==> src/sv/at_rlp_pkg.sv <==
// shared types, constants and code points for the at response line parser
`default_nettype none
package at_rlp_pkg;

   // line store geometry
   localparam int LINE_MAX = 64;
   localparam int ADDR_W   = $clog2(LINE_MAX);
   localparam int LEN_W    = $clog2(LINE_MAX + 1);

   // special bytes
   localparam logic [7:0] BYTE_CR    = 8'd13;
   localparam logic [7:0] BYTE_LF    = 8'd10;
   localparam logic [7:0] CHAR_A     = 8'h41;
   localparam logic [7:0] CHAR_B     = 8'h42;
   localparam logic [7:0] CHAR_C     = 8'h43;
   localparam logic [7:0] CHAR_I     = 8'h49;
   localparam logic [7:0] CHAR_P     = 8'h50;
   localparam logic [7:0] CHAR_O     = 8'h4F;
   localparam logic [7:0] CHAR_K     = 8'h4B;
   localparam logic [7:0] CHAR_COLON = 8'h3A;
   localparam logic [7:0] CHAR_DOT   = 8'h2E;
   localparam logic [7:0] CHAR_ZERO  = 8'h30;

   // fixed positions inside a line
   localparam int IPD_LEN    = 7;
   localparam int CLOSED_LEN = 8;
   localparam int OK_LEN     = 2;
   localparam int POS_I      = 10;
   localparam int POS_P      = 11;
   localparam int POS_IP     = 12;
   localparam int POS_CMD    = 7;

   // prefix texts "+IPD,0," and "1,CLOSED"
   localparam logic [7:0] IPD_TEXT [IPD_LEN] =
      '{8'h2B, 8'h49, 8'h50, 8'h44, 8'h2C, 8'h30, 8'h2C};
   localparam logic [7:0] CLOSED_TEXT [CLOSED_LEN] =
      '{8'h31, 8'h2C, 8'h43, 8'h4C, 8'h4F, 8'h53, 8'h45, 8'h44};

   // line event codes
   localparam logic [2:0] EV_OTHER     = 3'd0;
   localparam logic [2:0] EV_RELAY_ON  = 3'd1;
   localparam logic [2:0] EV_RELAY_OFF = 3'd2;
   localparam logic [2:0] EV_NEW_NET   = 3'd3;
   localparam logic [2:0] EV_PEER_IP   = 3'd4;
   localparam logic [2:0] EV_OK        = 3'd5;
   localparam logic [2:0] EV_CLOSED    = 3'd6;

   // one byte read back from the line store
   typedef struct packed {
      logic              vld;
      logic [ADDR_W-1:0] pos;
      logic [7:0]        data;
   } scan_beat_type;

   // classification of a finished line
   typedef struct packed {
      logic [2:0] line_event;
      logic       relay_level;
      logic [7:0] ip_octet_a;
      logic [7:0] ip_octet_b;
      logic [7:0] ip_octet_c;
      logic [7:0] ip_octet_d;
      logic [7:0] command_char;
   } verdict_type;

endpackage
`default_nettype wire

==> src/sv/at_rlp_ram.sv <==
// generic single write port, single registered read port ram
`default_nettype none
module at_rlp_ram #(
   parameter int WIDTH = 8,
   parameter int DEPTH = 64
) (
   input  wire logic                     clock,
   input  wire logic                     wr_en,
   input  wire logic [$clog2(DEPTH)-1:0] wr_addr,
   input  wire logic [WIDTH-1:0]         wr_data,
   input  wire logic                     rd_en,
   input  wire logic [$clog2(DEPTH)-1:0] rd_addr,
   output logic      [WIDTH-1:0]         rd_data
);

   logic [WIDTH-1:0] mem_ff [DEPTH];
   logic [WIDTH-1:0] rd_data_ff;

   // write and registered read
   always_ff @(posedge clock) begin
      if (wr_en) begin
         mem_ff[wr_addr] <= wr_data;
      end
      if (rd_en) begin
         rd_data_ff <= mem_ff[rd_addr];
      end
   end

   assign rd_data = rd_data_ff;

endmodule
`default_nettype wire

==> src/sv/at_rlp_scan.sv <==
// per byte line classifier: prefix match, ip octet parse and command pick
`default_nettype none
module at_rlp_scan
   import at_rlp_pkg::*;
(
   input  wire logic             clock,
   input  wire logic             start,
   input  wire scan_beat_type    beat,
   input  wire logic [LEN_W-1:0] line_len,
   input  wire logic             relay_cur,
   output verdict_type           verdict
);

   logic       ipd_m_ff, ipd_m_in;
   logic       ok_m_ff, ok_m_in;
   logic       cl_m_ff, cl_m_in;
   logic       at_i_ff, at_i_in;
   logic       at_p_ff, at_p_in;
   logic [2:0] idx_ff, idx_in;
   logic [7:0] oct_ff [4];
   logic [7:0] oct_in [4];
   logic       colon_ff, colon_in;
   logic       take_ff, take_in;
   logic [7:0] cmd_ff, cmd_in;
   logic [7:0] oct_cur;
   logic [7:0] oct_next;
   logic       is_ipd, is_ip, is_cmd;

   // current octet times ten plus digit, 8-bit wrap
   assign oct_cur  = oct_ff[idx_ff[1:0]];
   assign oct_next = {oct_cur[4:0], 3'b000} + {oct_cur[6:0], 1'b0} + (beat.data - CHAR_ZERO);

   // per byte update of the match flags and parsers
   always_comb begin
      ipd_m_in = ipd_m_ff;
      ok_m_in  = ok_m_ff;
      cl_m_in  = cl_m_ff;
      at_i_in  = at_i_ff;
      at_p_in  = at_p_ff;
      idx_in   = idx_ff;
      oct_in   = oct_ff;
      colon_in = colon_ff;
      take_in  = take_ff;
      cmd_in   = cmd_ff;
      if (start) begin
         ipd_m_in = 1'b1;
         ok_m_in  = 1'b1;
         cl_m_in  = 1'b1;
         at_i_in  = 1'b0;
         at_p_in  = 1'b0;
         idx_in   = 3'd0;
         oct_in   = '{8'd0, 8'd0, 8'd0, 8'd0};
         colon_in = 1'b0;
         take_in  = 1'b0;
         cmd_in   = 8'd0;
      end else if (beat.vld) begin
         // prefixes
         if (beat.pos < ADDR_W'(IPD_LEN) && beat.data != IPD_TEXT[beat.pos[2:0]]) begin
            ipd_m_in = 1'b0;
         end
         if (beat.pos < ADDR_W'(CLOSED_LEN) && beat.data != CLOSED_TEXT[beat.pos[2:0]]) begin
            cl_m_in = 1'b0;
         end
         if (beat.pos == ADDR_W'(0) && beat.data != CHAR_O) begin
            ok_m_in = 1'b0;
         end
         if (beat.pos == ADDR_W'(1) && beat.data != CHAR_K) begin
            ok_m_in = 1'b0;
         end
         // ip marker
         if (beat.pos == ADDR_W'(POS_I) && beat.data == CHAR_I) begin
            at_i_in = 1'b1;
         end
         if (beat.pos == ADDR_W'(POS_P) && beat.data == CHAR_P) begin
            at_p_in = 1'b1;
         end
         // dotted decimal octets
         if (beat.pos >= ADDR_W'(POS_IP)) begin
            if (beat.data == CHAR_DOT) begin
               if (idx_ff < 3'd4) begin
                  idx_in = idx_ff + 3'd1;
               end
            end else if (idx_ff < 3'd4) begin
               oct_in[idx_ff[1:0]] = oct_next;
            end
         end
         // byte after the first colon
         if (take_ff) begin
            cmd_in  = beat.data;
            take_in = 1'b0;
         end else if (!colon_ff && beat.pos >= ADDR_W'(POS_CMD) && beat.data == CHAR_COLON) begin
            colon_in = 1'b1;
            take_in  = 1'b1;
         end
      end
   end

   always_ff @(posedge clock) begin
      ipd_m_ff <= ipd_m_in;
      ok_m_ff  <= ok_m_in;
      cl_m_ff  <= cl_m_in;
      at_i_ff  <= at_i_in;
      at_p_ff  <= at_p_in;
      idx_ff   <= idx_in;
      oct_ff   <= oct_in;
      colon_ff <= colon_in;
      take_ff  <= take_in;
      cmd_ff   <= cmd_in;
   end

   // final classification
   assign is_ipd = ipd_m_ff && line_len >= LEN_W'(IPD_LEN);
   assign is_ip  = is_ipd && line_len >= LEN_W'(POS_IP) && at_i_ff && at_p_ff;
   assign is_cmd = is_ipd && !is_ip;

   always_comb begin
      verdict              = '0;
      verdict.relay_level  = relay_cur;
      if (is_ip) begin
         verdict.line_event = EV_PEER_IP;
         verdict.ip_octet_a = oct_ff[0];
         verdict.ip_octet_b = oct_ff[1];
         verdict.ip_octet_c = oct_ff[2];
         verdict.ip_octet_d = oct_ff[3];
      end else if (is_cmd) begin
         verdict.command_char = cmd_ff;
         if (cmd_ff == CHAR_A) begin
            verdict.line_event  = EV_RELAY_ON;
            verdict.relay_level = 1'b1;
         end else if (cmd_ff == CHAR_B) begin
            verdict.line_event  = EV_RELAY_OFF;
            verdict.relay_level = 1'b0;
         end else if (cmd_ff == CHAR_C) begin
            verdict.line_event = EV_NEW_NET;
         end else begin
            verdict.line_event = EV_OTHER;
         end
      end else if (ok_m_ff && line_len >= LEN_W'(OK_LEN)) begin
         verdict.line_event = EV_OK;
      end else if (cl_m_ff && line_len >= LEN_W'(CLOSED_LEN)) begin
         verdict.line_event = EV_CLOSED;
      end else begin
         verdict.line_event = EV_OTHER;
      end
   end

endmodule
`default_nettype wire

==> src/sv/at_response_line_parser.sv <==
// top level: byte intake, line store, scan sequencer and response register
`default_nettype none
// Takes received serial bytes, one request per byte, and gives one response
// per carriage return that classifies the line (relay on/off, new network,
// peer ip with parsed octets, ok, closed or other). A line feed is dropped
// and an ordinary byte is stored in the line store (64 bytes; later bytes are
// dropped and flagged as overflow). At a carriage return the stored line is
// read back through the single read port of the line store, one byte per
// cycle. The response is loaded in the done state, reached through the scan
// and drain states (an empty line goes straight to done), and no request is
// taken during that scan. The response register lets new bytes be taken while
// a response waits; a following carriage return waits for the response
// register to empty.
module at_response_line_parser
   import at_rlp_pkg::*;
(
   input  wire logic       clock,
   input  wire logic       reset,
   input  wire logic       req_valid,
   output logic            req_ready,
   input  wire logic [7:0] req_rx_byte,
   output logic            rsp_valid,
   input  wire logic       rsp_ready,
   output logic [2:0]      rsp_line_event,
   output logic            rsp_relay_level,
   output logic [7:0]      rsp_ip_octet_a,
   output logic [7:0]      rsp_ip_octet_b,
   output logic [7:0]      rsp_ip_octet_c,
   output logic [7:0]      rsp_ip_octet_d,
   output logic [7:0]      rsp_command_char,
   output logic            rsp_overflowed
);

   typedef enum logic [3:0] {
      ST_IDLE  = 4'b0001,
      ST_SCAN  = 4'b0010,
      ST_DRAIN = 4'b0100,
      ST_DONE  = 4'b1000
   } state_type;

   state_type         state_ff, state_in;
   logic [LEN_W-1:0]  len_ff, len_in;
   logic              ovf_ff, ovf_in;
   logic              relay_ff, relay_in;
   logic [LEN_W-1:0]  ptr_ff, ptr_in;
   logic              rd_vld_ff;
   logic [ADDR_W-1:0] rd_pos_ff;
   logic              rsp_valid_ff, rsp_valid_in;
   verdict_type       rsp_ff;
   logic              rsp_ovf_ff;

   logic              req_take;
   logic              is_cr, is_lf;
   logic              wr_en;
   logic              rd_en;
   logic [7:0]        rd_data;
   logic              start;
   logic              rsp_load;
   scan_beat_type     beat;
   verdict_type       verdict;

   // request intake
   assign req_ready = (state_ff == ST_IDLE);
   assign req_take  = req_valid && req_ready;
   assign is_cr     = (req_rx_byte == BYTE_CR);
   assign is_lf     = (req_rx_byte == BYTE_LF);
   assign wr_en     = req_take && !is_cr && !is_lf && len_ff < LEN_W'(LINE_MAX);
   assign start     = req_take && is_cr;

   // scan reads
   assign rd_en    = (state_ff == ST_SCAN);
   assign rsp_load = (state_ff == ST_DONE) && (!rsp_valid_ff || rsp_ready);

   at_rlp_ram #(
      .WIDTH (8),
      .DEPTH (LINE_MAX)
   ) u_line_store (
      .clock   (clock),
      .wr_en   (wr_en),
      .wr_addr (len_ff[ADDR_W-1:0]),
      .wr_data (req_rx_byte),
      .rd_en   (rd_en),
      .rd_addr (ptr_ff[ADDR_W-1:0]),
      .rd_data (rd_data)
   );

   assign beat.vld  = rd_vld_ff;
   assign beat.pos  = rd_pos_ff;
   assign beat.data = rd_data;

   at_rlp_scan u_scan (
      .clock     (clock),
      .start     (start),
      .beat      (beat),
      .line_len  (len_ff),
      .relay_cur (relay_ff),
      .verdict   (verdict)
   );

   // sequencer and line bookkeeping
   always_comb begin
      state_in     = state_ff;
      len_in       = len_ff;
      ovf_in       = ovf_ff;
      relay_in     = relay_ff;
      ptr_in       = ptr_ff;
      rsp_valid_in = rsp_valid_ff && !rsp_ready;
      case (state_ff)
         ST_IDLE: begin
            if (req_take && !is_lf) begin
               if (is_cr) begin
                  ptr_in   = '0;
                  state_in = (len_ff == '0) ? ST_DONE : ST_SCAN;
               end else if (len_ff < LEN_W'(LINE_MAX)) begin
                  len_in = len_ff + LEN_W'(1);
               end else begin
                  ovf_in = 1'b1;
               end
            end
         end
         ST_SCAN: begin
            ptr_in = ptr_ff + LEN_W'(1);
            if (ptr_ff + LEN_W'(1) == len_ff) begin
               state_in = ST_DRAIN;
            end
         end
         ST_DRAIN: begin
            state_in = ST_DONE;
         end
         ST_DONE: begin
            if (rsp_load) begin
               rsp_valid_in = 1'b1;
               relay_in     = verdict.relay_level;
               len_in       = '0;
               ovf_in       = 1'b0;
               state_in     = ST_IDLE;
            end
         end
         default: begin
            state_in = ST_IDLE;
         end
      endcase
   end

   always_ff @(posedge clock) begin
      if (reset) begin
         state_ff     <= ST_IDLE;
         len_ff       <= '0;
         ovf_ff       <= 1'b0;
         relay_ff     <= 1'b0;
         ptr_ff       <= '0;
         rd_vld_ff    <= 1'b0;
         rsp_valid_ff <= 1'b0;
      end else begin
         state_ff     <= state_in;
         len_ff       <= len_in;
         ovf_ff       <= ovf_in;
         relay_ff     <= relay_in;
         ptr_ff       <= ptr_in;
         rd_vld_ff    <= rd_en;
         rsp_valid_ff <= rsp_valid_in;
      end
   end

   // read position follows the read data
   always_ff @(posedge clock) begin
      rd_pos_ff <= ptr_ff[ADDR_W-1:0];
   end

   // response payload
   always_ff @(posedge clock) begin
      if (rsp_load) begin
         rsp_ff     <= verdict;
         rsp_ovf_ff <= ovf_ff;
      end
   end

   assign rsp_valid        = rsp_valid_ff;
   assign rsp_line_event   = rsp_ff.line_event;
   assign rsp_relay_level  = rsp_ff.relay_level;
   assign rsp_ip_octet_a   = rsp_ff.ip_octet_a;
   assign rsp_ip_octet_b   = rsp_ff.ip_octet_b;
   assign rsp_ip_octet_c   = rsp_ff.ip_octet_c;
   assign rsp_ip_octet_d   = rsp_ff.ip_octet_d;
   assign rsp_command_char = rsp_ff.command_char;
   assign rsp_overflowed   = rsp_ovf_ff;

   // scan never reads past the stored line
   a_scan_in_line: assert property (@(posedge clock) disable iff (reset)
      state_ff == ST_SCAN |-> ptr_ff < len_ff)
      else $error("scan pointer beyond line length");

   // line length stays within the store
   a_len_bound: assert property (@(posedge clock) disable iff (reset)
      len_ff <= LEN_W'(LINE_MAX))
      else $error("line length beyond store size");

   // a response is only loaded at the end of a scan
   a_rsp_from_done: assert property (@(posedge clock) disable iff (reset)
      $rose(rsp_valid_ff) |-> $past(state_ff == ST_DONE))
      else $error("response raised outside line end");

   // line bookkeeping restarts after a response is loaded
   a_line_restart: assert property (@(posedge clock) disable iff (reset)
      rsp_load |=> len_ff == '0 && !ovf_ff && state_ff == ST_IDLE)
      else $error("line state not cleared after response");

endmodule
`default_nettype wire

==> config.mk <==
export PLATFORM = sky130hd
export DESIGN_NAME = at_response_line_parser
export DESIGN_NICKNAME = d
export VERILOG_FILES = /design/src/sv/at_rlp_pkg.sv /design/src/sv/at_rlp_ram.sv /design/src/sv/at_rlp_scan.sv /design/src/sv/at_response_line_parser.sv
export SDC_FILE = /design/constraint.sdc
export NUM_CORES = 1
export LEC_CHECK = 0
export CORE_MARGIN = 3
export CORE_UTILIZATION = 30
export CTS_CLUSTER_SIZE = 28
export DETAILED_ROUTE_END_ITERATION = 8
export DONT_BUFFER_PORTS = 1
export PLACE_DENSITY = 0.51
export SLEW_MARGIN = 20
export SYNTH_ARGS = -nofsm -noshare
export SYNTH_HDL_FRONTEND = slang
export SYNTH_HIERARCHICAL = 1
export SYNTH_SLANG_ARGS = --single-unit
==> constraint.sdc <==
create_clock -name clock -period 8.7 [get_ports clock]
set_input_delay 1.74 -clock clock [delete_from_list [all_inputs] [get_ports clock]]
set_output_delay 1.74 -clock clock [all_outputs]
set_load 0.05 [all_outputs]
==> summary.md <==
| Metric | Value |
|---|---|
| Worst Hold Class | `flop to flop` |
| Slowest CP cell | `dfxtp_1` |
| Post-Syn Nets | `1569` |
| Initial antenna violation count | `0` |
| HPWL after DPL | `39.91 mm` |
| Peak supply drop | `136.6 uV` |
| Fin nets | `1571` |
| DR iter-0 viols | `1281` |
| R2R setup slack | `4.66 ns` |
| Clock Sinks | `643` |
| RR Startpoint | `u_scan/idx_ff[0]` |
| Metal-1 WL | `29.20 mm` |
| Number of antenna diodes | `0` |
| Slew Viols, Final | `0` |
| Post-CTS Hold Buffers | `0` |
| Postcts setup bufs | `0` |
| Synth Cell Area | `0.02643 sq mm` |
| Mapped Avg Cell Area | `17.23 sq um` |
| Count of final setup violators | `0` |
| IO Count | `59` |
| Top sig layer | `met4` |
| First-pass GRT wire length | `95.76 mm` |
| CTS tree | `built` |
| Max-cap violation count | `0` |
| Drt wl/cell | `23.68 microns` |
| Final hold violations | `0` |
| Reg2Reg Depth | `12` |
| 1st-pass router iterations | `5` |
| Max clock buf depth | `3` |
| Die extent in y | `302.8 microns` |
| Initial Util | `30.37%` |
| Total gr overflow | `0` |
| Critical Path RT | `9.15 ns` |
| Gr usage total | `14.21%` |
| Worst setup slack after layout | `4.655 ns` |
| Predominant post-synthesis flop cell | `edfxtp_1` |
| Status | `complete, no violations` |
| Fillers | `8223` |
| Crit Path Max Fanout | `11` |
| Register area share after synthesis | `70.10%` |
| Hold endpoint | `ovf_ff` |
| EDFF count, synth | `565` |
| Final WL | `64.92 mm` |
| FMAX | `247.2 MHz` |
| Wire length on met3 | `3.729 mm` |
| Non-filler instance count after layout | `2742` |
| RSZ-0062 raised after global routing | `no` |
| Clk root buf | `clkbuf_16` |
| # rows | `108` |
| Worst-margin pin slew | `1.060 ns` |
| Vias | `13.98k` |
| CTS Buf Count | `66` |
| Area grow syn2layout | `12.48%` |
| Depth of the CTS H-tree | `3` |
| CP Capture Type | `flop` |
| Slew HR | `29.21%` |
| Vias in the first global route | `13.89k` |
| Number of vias per cell | `5.100` |
| Final hold slack | `0.4464 ns` |
| Asr flop ratio synth | `0%` |
| Hold Path Depth | `2` |
| Fin util | `34.16%` |
| Worst-path clk slew | `0.07 ns` |
| Core footprint | `0.08702 sq mm` |
| Pleak | `9.260 nW` |
| Fin area | `0.02973 sq mm` |
| Post-Place Cells | `2623` |
| Post-route ant nets | `0` |
| Cell count after synthesis | `1534` |
| Reg-to-Reg End | `u_scan/oct_ff[7]` |
| Data arrival time of the worst path | `4.49 ns` |
| Met2 WL | `30.25 mm` |
| Pin count of the biggest net entering global routing | `86` |
| GP Congestion | `0.7940` |
| Setup tns final | `0 ns` |
| Area post-placement | `0.02756 sq mm` |
| Power per cell area | `224.2 mW/mm^2` |
| Die area | `0.09170 sq mm` |
| DIE WIDTH | `302.8 microns` |
| Tmin final | `4.045 ns` |
| Hold_sp | `ovf_ff` |
| Port bufs | `0` |
| Clock latency on the worst-skew pair | `0.62 ns` |
| Resized Gates After CTS | `0` |
| Startpoint class of the critical path | `flop` |
| DRC | `0` |
| Pre-CTS setup slack | `4.173 ns` |
| Distinct cells, synth | `86` |
| Critical Path, Cell by Cell | `mux4_1 > inv_1 > fa_1 > inv_1 > ha_1 > ha_1 > fa_1 > a21o_1 > a21oi_1 > xor2_1 > xnor2_1 > o31ai_1` |
| Yosys Warn Count | `6` |
| Period utilization | `46.49%` |
| Fraction of layout cells with a size suffix above 1 | `18.71%` |
| Crit-path max cell delay | `0.70 ns` |
| Critical path class | `flop to flop` |
| Pwr Total | `6.665 mW` |
| Clock Skews | `0.04307 ns` |
| Post-synthesis register bit count | `643` |
==> critical path, delay by kind of cell (launching register included) <==
family,cells,cell delay (ns)
adders and majority gates,4,1.33
xor gates and xnor gates,2,0.53
buffers and inverters,2,0.18
AOI/OAI and AO/OA,3,0.45
DFF,1,0.70
muxes,1,0.70
==> synthesized netlist by cell type (6+ instances only) <==
cell type	instances	area (sq um)
ha_1	18	225.2
nand2b_1	15	93.84
a21o_1	6	45.04
mux2i_1	53	530.5
nand4_1	6	37.54
o221ai_1	8	70.07
o22ai_1	10	62.56
nor3_1	15	75.07
xor2_1	6	52.55
clkbuf_1	37	138.9
nand2_1	47	176.4
o21ai_0	18	90.09
a21oi_1	43	215.2
mux2_2	14	157.7
xnor2_1	11	96.34
o31ai_1	9	67.56
buf_4	16	120.1
and2_1	43	269.0
nand3_1	42	210.2
dfxtp_1	78	1562
buf_6	7	78.83
o21ai_1	6	30.03
buf_2	16	80.08
inv_1	27	101.4
nand3b_1	11	82.58
edfxtp_1	565	16970
nor2b_1	17	106.4
a221oi_1	6	52.55
nor2_1	134	503.0
mux4_2	131	2950
==> worst max path at each step <==
stage                                  to  slack [ns]              from
2_1_floorplan  u_line_store/mem_ff[62][0]        4.86    req_rx_byte[1]
3_3_place_gp   u_line_store/mem_ff[58][0]        4.26    req_rx_byte[5]
3_5_place_dp   u_line_store/mem_ff[18][6]        4.17    req_rx_byte[1]
4_1_cts                  u_scan/oct_ff[7]        4.60  u_scan/idx_ff[0]
5_1_grt                 u_scan/oct_ff[23]        4.44  u_scan/idx_ff[0]
6_report                 u_scan/oct_ff[7]        4.66  u_scan/idx_ff[0]
==> placed cells by master (no fill, tap or decap), types with 4 or more instances in the layout <==
cell type,count
edfxtp_1,565
nor2_1,133
mux4_2,131
dfxtp_1,73
clkbuf_16,66
mux2i_1,53
nand2_1,47
and2_1,43
a21oi_1,43
nand3_1,42
inv_1,27
o21ai_0,18
ha_1,18
buf_4,17
nor2b_1,17
clkbuf_1,16
nand2b_1,15
mux2_2,14
nor3_1,12
clkinv_1,12
nand3b_1,11
xnor2_1,11
o22ai_1,10
o31ai_1,9
clkinv_2,8
o221ai_1,8
bufinv_16,7
o21ai_1,6
a21o_1,6
nand4_1,6
xor2_1,6
a221oi_1,6
and3_1,5
o2111ai_1,5
a211oi_1,5
nand3_2,5
fa_1,5
nor3b_1,4
or4_1,4
nor4_1,4
==> layout make-up <==
| class | instances | area (sq um) | share of cell area [%] |
|---|---|---|---|
| clock buffers | 83 | 1725 | 5.803 |
| clock inverters | 36 | 439.2 | 1.477 |
| inverters | 28 | 105.1 | 0.3535 |
| multi-input cells | 779 | 7327 | 24.64 |
| flip-flops and latches | 643 | 18540 | 62.36 |
| well taps | 1155 | 1445 | 4.861 |
| repair buffers | 18 | 147.6 | 0.4966 |
==> registers in the layout (all words and copies together), names as in the netlist, 3 cells and up <==
| name | flops |
|---|---|
| rsp_ip_octet_b | 8 |
| u_scan/cmd_ff | 8 |
| rsp_ip_octet_a | 8 |
| ptr_ff | 7 |
| u_line_store/rd_data | 8 |
| rsp_command_char | 8 |
| u_scan/idx_ff | 3 |
| len_ff | 7 |
| state_ff | 4 |
| rsp_ip_octet_d | 8 |
| u_line_store/mem_ff | 512 |
| rsp_line_event | 3 |
| rsp_ip_octet_c | 8 |
| rd_pos_ff | 6 |
| u_scan/oct_ff | 32 |
==> power breakdown <==
group          internal (mW)  switching, mW
Clock                   1.64           1.19
Combinational          0.141          0.231
Sequential              3.41         0.0468
==> metal layers <==
| metal | up-vias | global-route usage (%) |
|---|---|---|
| met4 | 0 | 4.558 |
| li1 | 6094 | - |
| met1 | 7317 | 19.84 |
| met3 | 116 | 2.891 |
| met5 | - | 0 |
| met2 | 457 | 22.28 |
==> logic make-up (layout without fill, tap and decap cells) <==
family | count (synthesis) | count (layout) | share of synthesized area (%)
AO/OA/AOI/OAI | 159 | 159 | 4.189
XOR/XNOR | 17 | 17 | 0.5633
adder cells (fa/ha/maj) | 23 | 23 | 1.231
buffers and inverters | 112 | 165 | 2.291
flip-flops | 643 | 643 | 70.10
multiplexers | 200 | 200 | 13.96
AND/OR/NAND/NOR | 380 | 380 | 7.664
(Power assumes the default switching activity.)
